## config.mk

```make
export PLATFORM = sky130hd
export DESIGN_NAME = min_tracking_stack_top_flat
export DESIGN_NICKNAME = d
export VERILOG_FILES = /design/src/rtl/mts_pkg.sv /design/src/rtl/mts_if.sv /design/src/rtl/mts_ram.sv /design/src/rtl/mts_min_unit.sv /design/src/rtl/min_tracking_stack_top.sv /design/src/flat_wrapper.sv
export SDC_FILE = /design/constraint.sdc
export NUM_CORES = 2
export LEC_CHECK = 0
export ABC_AREA = 1
export BUFFER_PORTS_ARGS = -buffer_cell sky130_fd_sc_hd__buf_2
export CAP_MARGIN = 20
export CORE_AREA = 2 2 499 699
export CTS_CLUSTER_SIZE = 12
export DETAILED_ROUTE_END_ITERATION = 16
export DIE_AREA = 0 0 501 701
export PLACE_DENSITY = 0.65
export SYNTH_ARGS = -nofsm -noshare
export SYNTH_HDL_FRONTEND = slang
export SYNTH_SLANG_ARGS = --single-unit
```

## constraint.sdc

```tcl
create_clock -name clk -period 9.88 [get_ports clk]
set_input_delay 0.988 -clock clk [delete_from_list [all_inputs] [get_ports clk]]
set_output_delay 0.988 -clock clk [all_outputs]
set_load 0.1 [all_outputs]
```

## src/rtl/mts_pkg.sv

```systemverilog
package mts_pkg;

  localparam int FIELD_BITS     = 32;
  localparam int COUNT_OUT_BITS = 7;

  typedef enum logic {
    REQ_PUSH = 1'b0,
    REQ_POP  = 1'b1
  } req_t;

  typedef enum logic [1:0] {
    STATUS_OK        = 2'd0,
    STATUS_UNDERFLOW = 2'd1,
    STATUS_OVERFLOW  = 2'd2
  } status_t;

endpackage

```

## src/rtl/mts_if.sv

```systemverilog
interface mts_req_if import mts_pkg::*; ();
  logic                         valid;
  logic                         ready;
  req_t                         req_type;
  logic signed [FIELD_BITS-1:0] push_value;

  modport source (output valid, req_type, push_value, input ready);
  modport sink   (input valid, req_type, push_value, output ready);
endinterface

interface mts_rsp_if import mts_pkg::*; ();
  logic                         valid;
  logic                         ready;
  logic signed [FIELD_BITS-1:0] popped_value;
  logic signed [FIELD_BITS-1:0] top_value;
  logic signed [FIELD_BITS-1:0] min_value;
  logic [COUNT_OUT_BITS-1:0]    entry_count;
  logic                         is_empty;
  status_t                      status;

  modport source (output valid, popped_value, top_value, min_value, entry_count, is_empty,
                  status, input ready);
  modport sink   (input valid, popped_value, top_value, min_value, entry_count, is_empty,
                  status, output ready);
endinterface

```

## src/rtl/mts_ram.sv

```systemverilog
module mts_ram #(
  parameter int WIDTH = 64,
  parameter int DEPTH = 64
) (
  input  logic                     clk,
  input  logic                     we,
  input  logic [$clog2(DEPTH)-1:0] waddr,
  input  logic [WIDTH-1:0]         wdata,
  input  logic [$clog2(DEPTH)-1:0] raddr,
  output logic [WIDTH-1:0]         rdata_r
);

  logic [WIDTH-1:0] mem [DEPTH];

  always_ff @(posedge clk) begin
    if (we) begin
      mem[waddr] <= wdata;
    end
    rdata_r <= mem[raddr];
  end

endmodule

```

## src/rtl/mts_min_unit.sv

```systemverilog
module mts_min_unit #(
  parameter int WIDTH = 32
) (
  input  logic signed [WIDTH-1:0] cand,
  input  logic signed [WIDTH-1:0] below,
  input  logic                    below_valid,
  output logic signed [WIDTH-1:0] min_out
);

  // keep the running minimum on ties
  always_comb begin
    if (below_valid && !(cand < below)) begin
      min_out = below;
    end else begin
      min_out = cand;
    end
  end

endmodule

```

## src/rtl/min_tracking_stack_top.sv

```systemverilog
// Channel   Direction  Fields
// in_req    sink       req_type, push_value
// out_rsp   source     popped_value, top_value, min_value, entry_count, is_empty, status
//
// A push runs the execute and done steps before the next request is accepted; a pop that
// leaves entries behind adds a read step: the new top comes back through the registered
// read port of the store. Overflow, underflow and an emptying pop skip the read step.
// rst_n clears the entry count and the sequencer; the store itself is not cleared.
// A result waits in the output register while out_rsp is stalled; the next item is taken
// meanwhile and held at its last step until the output register frees.
module min_tracking_stack_top import mts_pkg::*; #(
  parameter int DEPTH      = 64,
  parameter int VALUE_BITS = 32
) (
  input  logic      clk,
  input  logic      rst_n,
  mts_req_if.sink   in_req,
  mts_rsp_if.source out_rsp
);

  localparam int AW = $clog2(DEPTH);
  localparam int CW = $clog2(DEPTH + 1);

  typedef enum logic [1:0] {
    ST_IDLE,
    ST_EXEC,
    ST_RD,
    ST_DONE
  } state_t;

  state_t                       state_r, state_nxt;
  logic [CW-1:0]                count_r, count_nxt;
  logic signed [VALUE_BITS-1:0] top_val_r, top_val_nxt;
  logic signed [VALUE_BITS-1:0] top_min_r, top_min_nxt;
  req_t                         op_r, op_nxt;
  logic signed [VALUE_BITS-1:0] val_r, val_nxt;
  logic signed [VALUE_BITS-1:0] popped_r, popped_nxt;
  status_t                      status_r, status_nxt;

  logic                         out_valid_r, out_valid_nxt;
  logic signed [FIELD_BITS-1:0] out_popped_r, out_popped_nxt;
  logic signed [FIELD_BITS-1:0] out_top_r, out_top_nxt;
  logic signed [FIELD_BITS-1:0] out_min_r, out_min_nxt;
  logic [COUNT_OUT_BITS-1:0]    out_count_r, out_count_nxt;
  logic                         out_empty_r, out_empty_nxt;
  status_t                      out_status_r, out_status_nxt;

  logic                         ram_we;
  logic [AW-1:0]                ram_waddr;
  logic [AW-1:0]                ram_raddr;
  logic [2*VALUE_BITS-1:0]      ram_wdata;
  logic [2*VALUE_BITS-1:0]      ram_rdata;
  logic [CW-1:0]                rd_idx;
  logic signed [VALUE_BITS-1:0] min_new;
  logic                         is_empty;

  mts_min_unit #(.WIDTH(VALUE_BITS)) u_min (
    .cand        (val_r),
    .below       (top_min_r),
    .below_valid (count_r != '0),
    .min_out     (min_new)
  );

  mts_ram #(.WIDTH(2 * VALUE_BITS), .DEPTH(DEPTH)) u_store (
    .clk     (clk),
    .we      (ram_we),
    .waddr   (ram_waddr),
    .wdata   (ram_wdata),
    .raddr   (ram_raddr),
    .rdata_r (ram_rdata)
  );

  assign rd_idx    = count_r - CW'(2);
  assign ram_raddr = rd_idx[AW-1:0];
  assign ram_waddr = count_r[AW-1:0];
  assign ram_wdata = {min_new, val_r};
  assign is_empty  = (count_r == '0);

  assign in_req.ready          = (state_r == ST_IDLE);
  assign out_rsp.valid         = out_valid_r;
  assign out_rsp.popped_value  = out_popped_r;
  assign out_rsp.top_value     = out_top_r;
  assign out_rsp.min_value     = out_min_r;
  assign out_rsp.entry_count   = out_count_r;
  assign out_rsp.is_empty      = out_empty_r;
  assign out_rsp.status        = out_status_r;

  always_comb begin
    state_nxt      = state_r;
    count_nxt      = count_r;
    top_val_nxt    = top_val_r;
    top_min_nxt    = top_min_r;
    op_nxt         = op_r;
    val_nxt        = val_r;
    popped_nxt     = popped_r;
    status_nxt     = status_r;
    out_valid_nxt  = out_valid_r && !out_rsp.ready;
    out_popped_nxt = out_popped_r;
    out_top_nxt    = out_top_r;
    out_min_nxt    = out_min_r;
    out_count_nxt  = out_count_r;
    out_empty_nxt  = out_empty_r;
    out_status_nxt = out_status_r;
    ram_we         = 1'b0;

    case (state_r)
      ST_IDLE: begin
        if (in_req.valid) begin
          op_nxt    = in_req.req_type;
          val_nxt   = VALUE_BITS'(in_req.push_value);
          state_nxt = ST_EXEC;
        end
      end
      ST_EXEC: begin
        popped_nxt = '0;
        status_nxt = STATUS_OK;
        state_nxt  = ST_DONE;
        if (op_r == REQ_PUSH) begin
          if (count_r == CW'(DEPTH)) begin
            status_nxt = STATUS_OVERFLOW;
          end else begin
            ram_we      = 1'b1;
            top_val_nxt = val_r;
            top_min_nxt = min_new;
            count_nxt   = count_r + CW'(1);
          end
        end else begin
          if (is_empty) begin
            status_nxt = STATUS_UNDERFLOW;
          end else begin
            popped_nxt = top_val_r;
            count_nxt  = count_r - CW'(1);
            // refill the cached top from the store unless the pop empties it
            if (count_r != CW'(1)) begin
              state_nxt = ST_RD;
            end
          end
        end
      end
      ST_RD: begin
        top_val_nxt = ram_rdata[VALUE_BITS-1:0];
        top_min_nxt = ram_rdata[2*VALUE_BITS-1:VALUE_BITS];
        state_nxt   = ST_DONE;
      end
      ST_DONE: begin
        // hold until the output register frees
        if (!out_valid_r || out_rsp.ready) begin
          out_valid_nxt  = 1'b1;
          out_popped_nxt = FIELD_BITS'(popped_r);
          out_top_nxt    = is_empty ? '0 : FIELD_BITS'(top_val_r);
          out_min_nxt    = is_empty ? '0 : FIELD_BITS'(top_min_r);
          out_count_nxt  = COUNT_OUT_BITS'(count_r);
          out_empty_nxt  = is_empty;
          out_status_nxt = status_r;
          state_nxt      = ST_IDLE;
        end
      end
      default: begin
        state_nxt = ST_IDLE;
      end
    endcase
  end

  always_ff @(posedge clk) begin
    if (!rst_n) begin
      state_r     <= ST_IDLE;
      count_r     <= '0;
      out_valid_r <= 1'b0;
    end else begin
      state_r     <= state_nxt;
      count_r     <= count_nxt;
      out_valid_r <= out_valid_nxt;
    end
    top_val_r    <= top_val_nxt;
    top_min_r    <= top_min_nxt;
    op_r         <= op_nxt;
    val_r        <= val_nxt;
    popped_r     <= popped_nxt;
    status_r     <= status_nxt;
    out_popped_r <= out_popped_nxt;
    out_top_r    <= out_top_nxt;
    out_min_r    <= out_min_nxt;
    out_count_r  <= out_count_nxt;
    out_empty_r  <= out_empty_nxt;
    out_status_r <= out_status_nxt;
  end

endmodule
```

## src/flat_wrapper.sv

```systemverilog
// flat-port wrapper written by rule: the top's interface ports become plain ports
module min_tracking_stack_top_flat import mts_pkg::*;
#(
  parameter int DEPTH      = 64,
  parameter int VALUE_BITS = 32
)
  (clk, rst_n, in_req_valid, in_req_req_type, in_req_push_value, in_req_ready, out_rsp_valid, out_rsp_popped_value, out_rsp_top_value, out_rsp_min_value, out_rsp_entry_count, out_rsp_is_empty, out_rsp_status, out_rsp_ready);
  mts_req_if in_req_i ();
  mts_rsp_if out_rsp_i ();
  input  logic clk;
  input  logic rst_n;
  input wire logic [$bits(in_req_i.valid)-1:0] in_req_valid;
  input wire logic [$bits(in_req_i.req_type)-1:0] in_req_req_type;
  input wire logic [$bits(in_req_i.push_value)-1:0] in_req_push_value;
  output wire logic [$bits(in_req_i.ready)-1:0] in_req_ready;
  output wire logic [$bits(out_rsp_i.valid)-1:0] out_rsp_valid;
  output wire logic [$bits(out_rsp_i.popped_value)-1:0] out_rsp_popped_value;
  output wire logic [$bits(out_rsp_i.top_value)-1:0] out_rsp_top_value;
  output wire logic [$bits(out_rsp_i.min_value)-1:0] out_rsp_min_value;
  output wire logic [$bits(out_rsp_i.entry_count)-1:0] out_rsp_entry_count;
  output wire logic [$bits(out_rsp_i.is_empty)-1:0] out_rsp_is_empty;
  output wire logic [$bits(out_rsp_i.status)-1:0] out_rsp_status;
  input wire logic [$bits(out_rsp_i.ready)-1:0] out_rsp_ready;
  assign in_req_i.valid = in_req_valid;
  assign in_req_i.req_type = in_req_req_type;
  assign in_req_i.push_value = in_req_push_value;
  assign in_req_ready = in_req_i.ready;
  assign out_rsp_valid = out_rsp_i.valid;
  assign out_rsp_popped_value = out_rsp_i.popped_value;
  assign out_rsp_top_value = out_rsp_i.top_value;
  assign out_rsp_min_value = out_rsp_i.min_value;
  assign out_rsp_entry_count = out_rsp_i.entry_count;
  assign out_rsp_is_empty = out_rsp_i.is_empty;
  assign out_rsp_status = out_rsp_i.status;
  assign out_rsp_i.ready = out_rsp_ready;
  min_tracking_stack_top #(.DEPTH(DEPTH), .VALUE_BITS(VALUE_BITS)) u_core (.clk(clk), .rst_n(rst_n), .in_req(in_req_i), .out_rsp(out_rsp_i));
endmodule
```

# Word-level counts from Yosys, hierarchy flattened
# Memory sizes are Yosys's and may differ from the RTL's. A register that Yosys moved wholly into a read port is not among the register bits.
# Cells that the tools add are included.
dict set report totals {
  ramBits 4096
  wordCells 73
  mem_count 1
  register_bits 247
  input_bits 37
}
dict set report classes {
  n_mux 27
  n_lt_le_gt_ge 1
  n_eq_ne 11
  add_sub_neg 3
  n_reduce_logical 15
}
# memory depth width read_ports rd_ports_with_merged_regs wr line_no
set mem_list {}
lappend mem_list {u_core.u_store.mem 64 64 1 1 1 mts_ram.sv:13} ;# logic [WIDTH-1:0] mem [DEPTH];
# operator n
set ops {}
lappend ops {{32-bit two-way mux} 6}
lappend ops {{32-bit one-hot mux with 2 select lines} 2}
lappend ops {{32-bit < comparator} 1}
lappend ops {{7-bit two-way mux} 3}
lappend ops {{2-bit two-way mux} 6}
lappend ops {{1-bit two-way mux} 9}
lappend ops {{2-bit != test, second input constant} 4}
lappend ops {{2-bit one-hot mux with 4 select lines} 1}
lappend ops {{7-bit by 1-bit adder with 7-bit output, second input constant} 1}
lappend ops {{7-bit == test, second input constant} 1}
lappend ops {{7-bit logical NOT} 1}
lappend ops {{7-bit by 1-bit != test with 1-bit output, second input constant} 1}
lappend ops {{7-bit nonzero test} 1}
lappend ops {{7-bit by 1-bit subtractor with 7-bit output, second input constant} 1}
lappend ops {{2-bit AND reduction} 3}
lappend ops {{3-bit AND reduction} 2}
lappend ops {{6-bit by 2-bit subtractor with 6-bit output, second input constant} 1}
lappend ops {{2-bit == test, second input constant} 2}
lappend ops {{2-bit by 1-bit != test with 1-bit output, second input constant} 2}
lappend ops {{1-bit logical NOT} 3}
lappend ops {{2-bit by 1-bit == test with 1-bit output, second input constant} 1}
lappend ops {{1-bit logical AND} 2}
lappend ops {{2-bit logical NOT} 1}
lappend ops {{2-bit nonzero test} 1}
lappend ops {{1-bit logical OR} 1}

# Logic depth before layout (Yosys ltp)
dict set report logic_depth {
  ltp_word 7
  depth_mapped 20
}

# Modules after synthesis
# Synthesis repeated with hierarchy kept, for this count alone.
dict set report unflattened {
  cells_unflattened 14401
  area_unflattened_um2 176195.2
}
# mod area_per_inst_um2 cells_per_inst instances
set by_module_without_submodules {}
lappend by_module_without_submodules {mts_ram 165306.0 13405 1}
lappend by_module_without_submodules {min_tracking_stack_top 9521.6 753 1}
lappend by_module_without_submodules {mts_min_unit 1367.6 243 1}

# Least setup slack after synthesis
# Ideal clock, no wire load.
dict set report synth_path {
  kind {register to register}
  start {register u_core.count_r[0]}
  end {register u_core.top_min_r[0], enable pin}
  t_arrival_ns 6.383
  setup_time_ns 0.583
  path_slack_ns 2.914
  synth_period_minus_slack_ns 6.966
  n_path_buf 6
  path_stages_with_launch 16
  cell_sequence {dfxtp_1 -> buf_6 -> inv_4 -> buf_6 -> buf_6 -> buf_6 -> buf_4 -> buf_4 -> ha_1 -> nand2_1 -> inv_1 -> nand2_1 -> inv_1 -> nand2_1 -> nand2_1 -> a21boi_0}
}
dict set report synth_via {
  elab_chain_cells 3
}
# element line_no
set synth_lines {}
lappend synth_lines {{from (decl)} min_tracking_stack_top.sv:32} ;# logic [CW-1:0] count_r, count_nxt;
lappend synth_lines {{from (signal assigned)} min_tracking_stack_top.sv:171} ;# count_r <= count_nxt;
lappend synth_lines {{7-bit == test} min_tracking_stack_top.sv:119} ;# if (count_r == CW'(DEPTH)) begin
lappend synth_lines {{2-bit != test (no line)} n/a}
lappend synth_lines {{3-bit AND reduction (no line)} n/a}
lappend synth_lines {{to (signal assigned)} min_tracking_stack_top.sv:175} ;# top_min_r <= top_min_nxt;
lappend synth_lines {{to (decl)} min_tracking_stack_top.sv:34} ;# logic signed [VALUE_BITS-1:0] top_min_r, top_min_nxt;
# No other way between the ends.
# A chain may end at the register's enable or synchronous reset.

# Worst setup path after layout
dict set report layout_path {
  start {register u_core.count_r[0]}
  end {memory u_core.u_store.mem[14][11], enable pin}
}
dict set report layout_via {
  elab_chain_cells 6
}
# element line_no
set layout_lines {}
lappend layout_lines {{7-bit == test} min_tracking_stack_top.sv:119}
lappend layout_lines {{1-bit two-way mux} min_tracking_stack_top.sv:119}
lappend layout_lines {{1-bit two-way mux} min_tracking_stack_top.sv:118} ;# if (op_r == REQ_PUSH) begin
lappend layout_lines {{1-bit two-way mux} min_tracking_stack_top.sv:106} ;# case (state_r)
lappend layout_lines {{1-bit two-way mux} mts_ram.sv:16} ;# if (we) begin
lappend layout_lines {{1-bit two-way mux (not written as such)} mts_ram.sv:17} ;# mem[waddr] <= wdata;
lappend layout_lines {{to (decl)} mts_ram.sv:13}
# Parallel ways exist; a longest one is shown, timed or not.

==> qor.yml <==
outcome:
  status: "complete, no violations"
critical_path:
  r2r_start: "u_core.count_r[0]"
  path_max_fanout: 175
  cp_num_buf_inv: 6
  reg2reg_depth: 14
  cp_top_family: "simple AND/OR/NAND/NOR gates"
  r2r_setup_slack_ns: 3.93
  slowest_delay_ns: 0.93
  cp_cell_sequence: "inv_16 -> ha_1 -> nand2_1 -> inv_1 -> nand2_1 -> inv_1 -> nand2_1 -> nand2_1 -> nor2_1 -> nand3_1 -> nor2_4 -> buf_4 -> buf_16 -> buf_4"
  crit_top_cell: "nand2_1"
  crit_arrival_ns: 6.53
  cp-end-kind: "flop"
  critical_path_class: "reg -> reg"
  reg2reg_to: "u_core.u_store.mem[14][11]"
  cpMaxStageDelayCell: "dfxtp_4"
  crit_required_ns: 10.46
  start_kind: "flop"
yosys:
  synthCells: 13100
  async_flop_share_pct: 0
  synth_edf_count: 4333
  synth_flop_cell: "edfxtp_1"
  syn_area_um2: 172000
  synth_cell_types: 36
  ys_ff_latch: 4407
  synth_warnings: 0
  yosysTopAreaCell: "edfxtp_1"
  netlist.area_leader.share_pct: 75.7
  syn-num-nets: 13200
  yosysSeqAreaShare_pct: 76.6
  synth.top_cells.by_area: "edfxtp_1, o21ai_0, nor2_1, o22ai_1, nand2_1"
  syn_avg_cell_area_um2: 13.1
global_routing:
  grt_pass1_wl_um: 807000
  antenna_found_initial: 49
  grt_max_degree: 204
  grt_pass1_vias: 112000
  track_usage_pct: 32.1
  grt-ovfl-total: 0
power_and_ir_drop:
  power.switching_w: 0.0261
  p_int_w: 0.0386
  leakage_nw: 61.8
  clkPwrFrac_pct: 23.2
  p_per_area_nw_per_um2: 340
  seqPwrFrac_pct: 39.5
  pwr-share-comb_pct: 37.4
  vdd_ir_drop_max_uv: 563
  power.share.switching_pct: 40.3
route:
  drtPass1Iterations: 8
  drcViolationCount: 0
  wl_um: 578000
  ant_nets: 0
  vias_per_cell: 6.54
  first_iter_violations: 19500
  routedWlPerCell_um: 32.3
  via_count: 117000
placement:
  dpl.hpwl_um: 290000
  io_buffers: 144
  gp_congestion: 0.940
clock_network:
  clk_path_buf_depth: 4
  cts_setup_buffers: 0
  clk_pin_slew_ns: 0.06
  cts_root_buffer: "clkbuf_16"
  ctsHoldBuffers: 0
  ctsHtreeMaxLevel: 5
  post_cts_resized: 0
  cts_buffers: 420
  insertion_delay_ns: 0.99
  clock-sinks: 4407
  cts_tree: "done"
floorplan:
  die_area_um2: 351000
  rows: 255
  pin_count: 145
  fp.coreArea_um2: 344000
  die_y_um: 701
  start_util_pct: 49.9
  die_w_um: 501
hold_path:
  min_from: "in_req_push_value[18]"
  hold_class: "in -> reg"
  hold_end: "u_core.val_r[18]"
  min_path_cells: 1
sta:
  skew_ns: 0.0692
  setup_viol: 0
  worst_slew_margin_rel_pct: 11.3
  period_share_pct: 60.2
  worst_slew_pin_slew_ns: 1.33
  fin_crit_ns: 5.95
  rsz0062_at_grt: "no"
  hold_viol_final: 0
  fmax_mhz: 168
  final-max-slew-violation-count: 0
  setup_tns_ns: 0
cells_and_area:
  fin_nets: 13100
  layout-drive-gt1-share_pct: 7.46
  fin_util_pct: 55.2
  areaGrowthSynthToFinish_pct: 10.7
run:
  drv_cap: 0
-- sequential cells by signal, indices dropped and copies added (netlist names) --
name and cells:
u_core.out_rsp.valid 1, u_core.out_rsp.entry_count 7, u_core.out_rsp.popped_value 32, u_core.u_store.rdata_r 64, u_core.top_min_r 32, u_core.out_rsp.status 2
u_core.out_rsp.is_empty 1, u_core.count_r 7, u_core.op_r 1, u_core.popped_r 32, u_core.out_rsp.min_value 32, u_core.status_r 2
u_core.u_store.mem 4096, u_core.state_r 2, u_core.val_r 32, u_core.out_rsp.top_value 32, u_core.top_val_r 32
-- worst max-delay path by stage --
stage                 startpoint                         end  slack [ns]  cells past startpoint
2_1_floorplan  u_core.count_r[0]         u_core.top_min_r[0]        2.91                     15
3_3_place_gp   u_core.count_r[0]   u_core.u_store.mem[14][1]        3.77                     13
3_5_place_dp   u_core.count_r[0]   u_core.u_store.mem[14][1]        4.14                     14
4_1_cts        u_core.count_r[0]  u_core.u_store.mem[14][11]        4.14                     14
5_1_grt        u_core.count_r[0]  u_core.u_store.mem[14][11]        3.82                     14
6_report       u_core.count_r[0]  u_core.u_store.mem[14][11]        3.93                     14
-- stage by stage --
stage / hold slack, ns / setup WS (ns) / total power (W) / instance area (µm²) / std cells
2_1_floorplan: 0.400 / 2.91 / 0.0399 / 172000 / 13100
3_3_place_gp: 0.402 / 3.77 / 0.0487 / 178000 / 17100
3_5_place_dp: 0.405 / 4.14 / 0.0492 / 178000 / 17100
4_1_cts: 0.153 / 4.14 / 0.0639 / 190000 / 17800
5_1_grt: 0.185 / 3.82 / 0.0667 / 190000 / 17900
6_report: 0.192 / 3.93 / 0.0646 / 190000 / 17900
-- per-layer routing --
metal  track usage [%]  part of all wire, %  vias to the layer above
li1                  -                    -                    48300
met2              51.1                   47                     8290
met5                 0                0.018                        -
met1              38.9                   33                    58300
met3              5.68                   11                     1876
met4              25.3                  9.0                       18
-- cell families (layout without fill, tap and decap cells) --
| group | count (synthesis) | count (layout) | synth area share, % |
|---|---|---|---|
| DFF | 4407 | 4407 | 76.6 |
| buffers and inverters | 1065 | 1287 | 2.63 |
| AOI/OAI and AO/OA | 3563 | 3563 | 11.2 |
| adders and majority gates | 43 | 43 | 0.313 |
| and+or+nand+nor | 3993 | 3993 | 9.23 |
| other | 0 | 75 | 0 |
| xor gates and xnor gates | 4 | 4 | 0.0248 |
-- power by group through the flow --
stage                     Clock [W]  Sequential [W]  Combinational (W)
final                        0.0150          0.0255             0.0242
after floorplan                   0          0.0263             0.0137
after global routing         0.0157          0.0255             0.0255
after detailed placement          0          0.0259             0.0234
after CTS                    0.0150          0.0255             0.0235
after global placement            0          0.0258             0.0229
-- cell usage after synthesis, types with 2 or more instances --
| master | count |
|---|---|
| buf_1 | 47 |
| buf_4 | 52 |
| nor3_1 | 28 |
| o22ai_1 | 1108 |
| dfxtp_1 | 74 |
| nand3_1 | 484 |
| buf_6 | 9 |
| and2_1 | 32 |
| o21ai_0 | 2167 |
| o21ai_1 | 171 |
| and3_1 | 24 |
| inv_1 | 128 |
| clkbuf_1 | 614 |
| o31ai_1 | 2 |
| clkinv_1 | 2 |
| a31oi_1 | 26 |
| a21oi_1 | 83 |
| ha_1 | 43 |
| xor2_1 | 3 |
| clkbuf_2 | 3 |
| o21a_1 | 2 |
| buf_2 | 207 |
| nor2_1 | 2409 |
| nand2_1 | 979 |
| nand4_1 | 34 |
| edfxtp_1 | 4333 |
| o211ai_1 | 2 |
-- layout by cell type (no fill, tap or decap), drive strengths merged, types with 2 or more instances in the layout --
| cell type | netlist | routed |
|---|---|---|
| a21oi | 83 | 83 |
| a31oi | 26 | 26 |
| and2 | 32 | 32 |
| and3 | 24 | 24 |
| buf | 315 | 432 |
| bufinv | 0 | 2 |
| clkbuf | 617 | 692 |
| clkinv | 3 | 16 |
| dfxtp | 74 | 74 |
| diode | 0 | 75 |
| edfxtp | 4333 | 4333 |
| ha | 43 | 43 |
| inv | 130 | 144 |
| nand2 | 979 | 979 |
| nand3 | 484 | 484 |
| nand4 | 34 | 34 |
| nor2 | 2409 | 2409 |
| nor3 | 29 | 29 |
| o211ai | 2 | 2 |
| o21a | 2 | 2 |
| o21ai | 2338 | 2338 |
| o22ai | 1108 | 1108 |
| o31ai | 2 | 2 |
| xor2 | 3 | 3 |
-- layout make-up --
type	instances	area, µm²
multi-input combinational	7603	36300
inverter	133	557
timing repair buffer	433	3700
sequential	4407	132000
fill	27200	154000
antenna	75	188
clock inverter	30	295
tap	4497	5630
clock buffer	691	11900
Note: power is estimated with default switching activity, not from simulation.
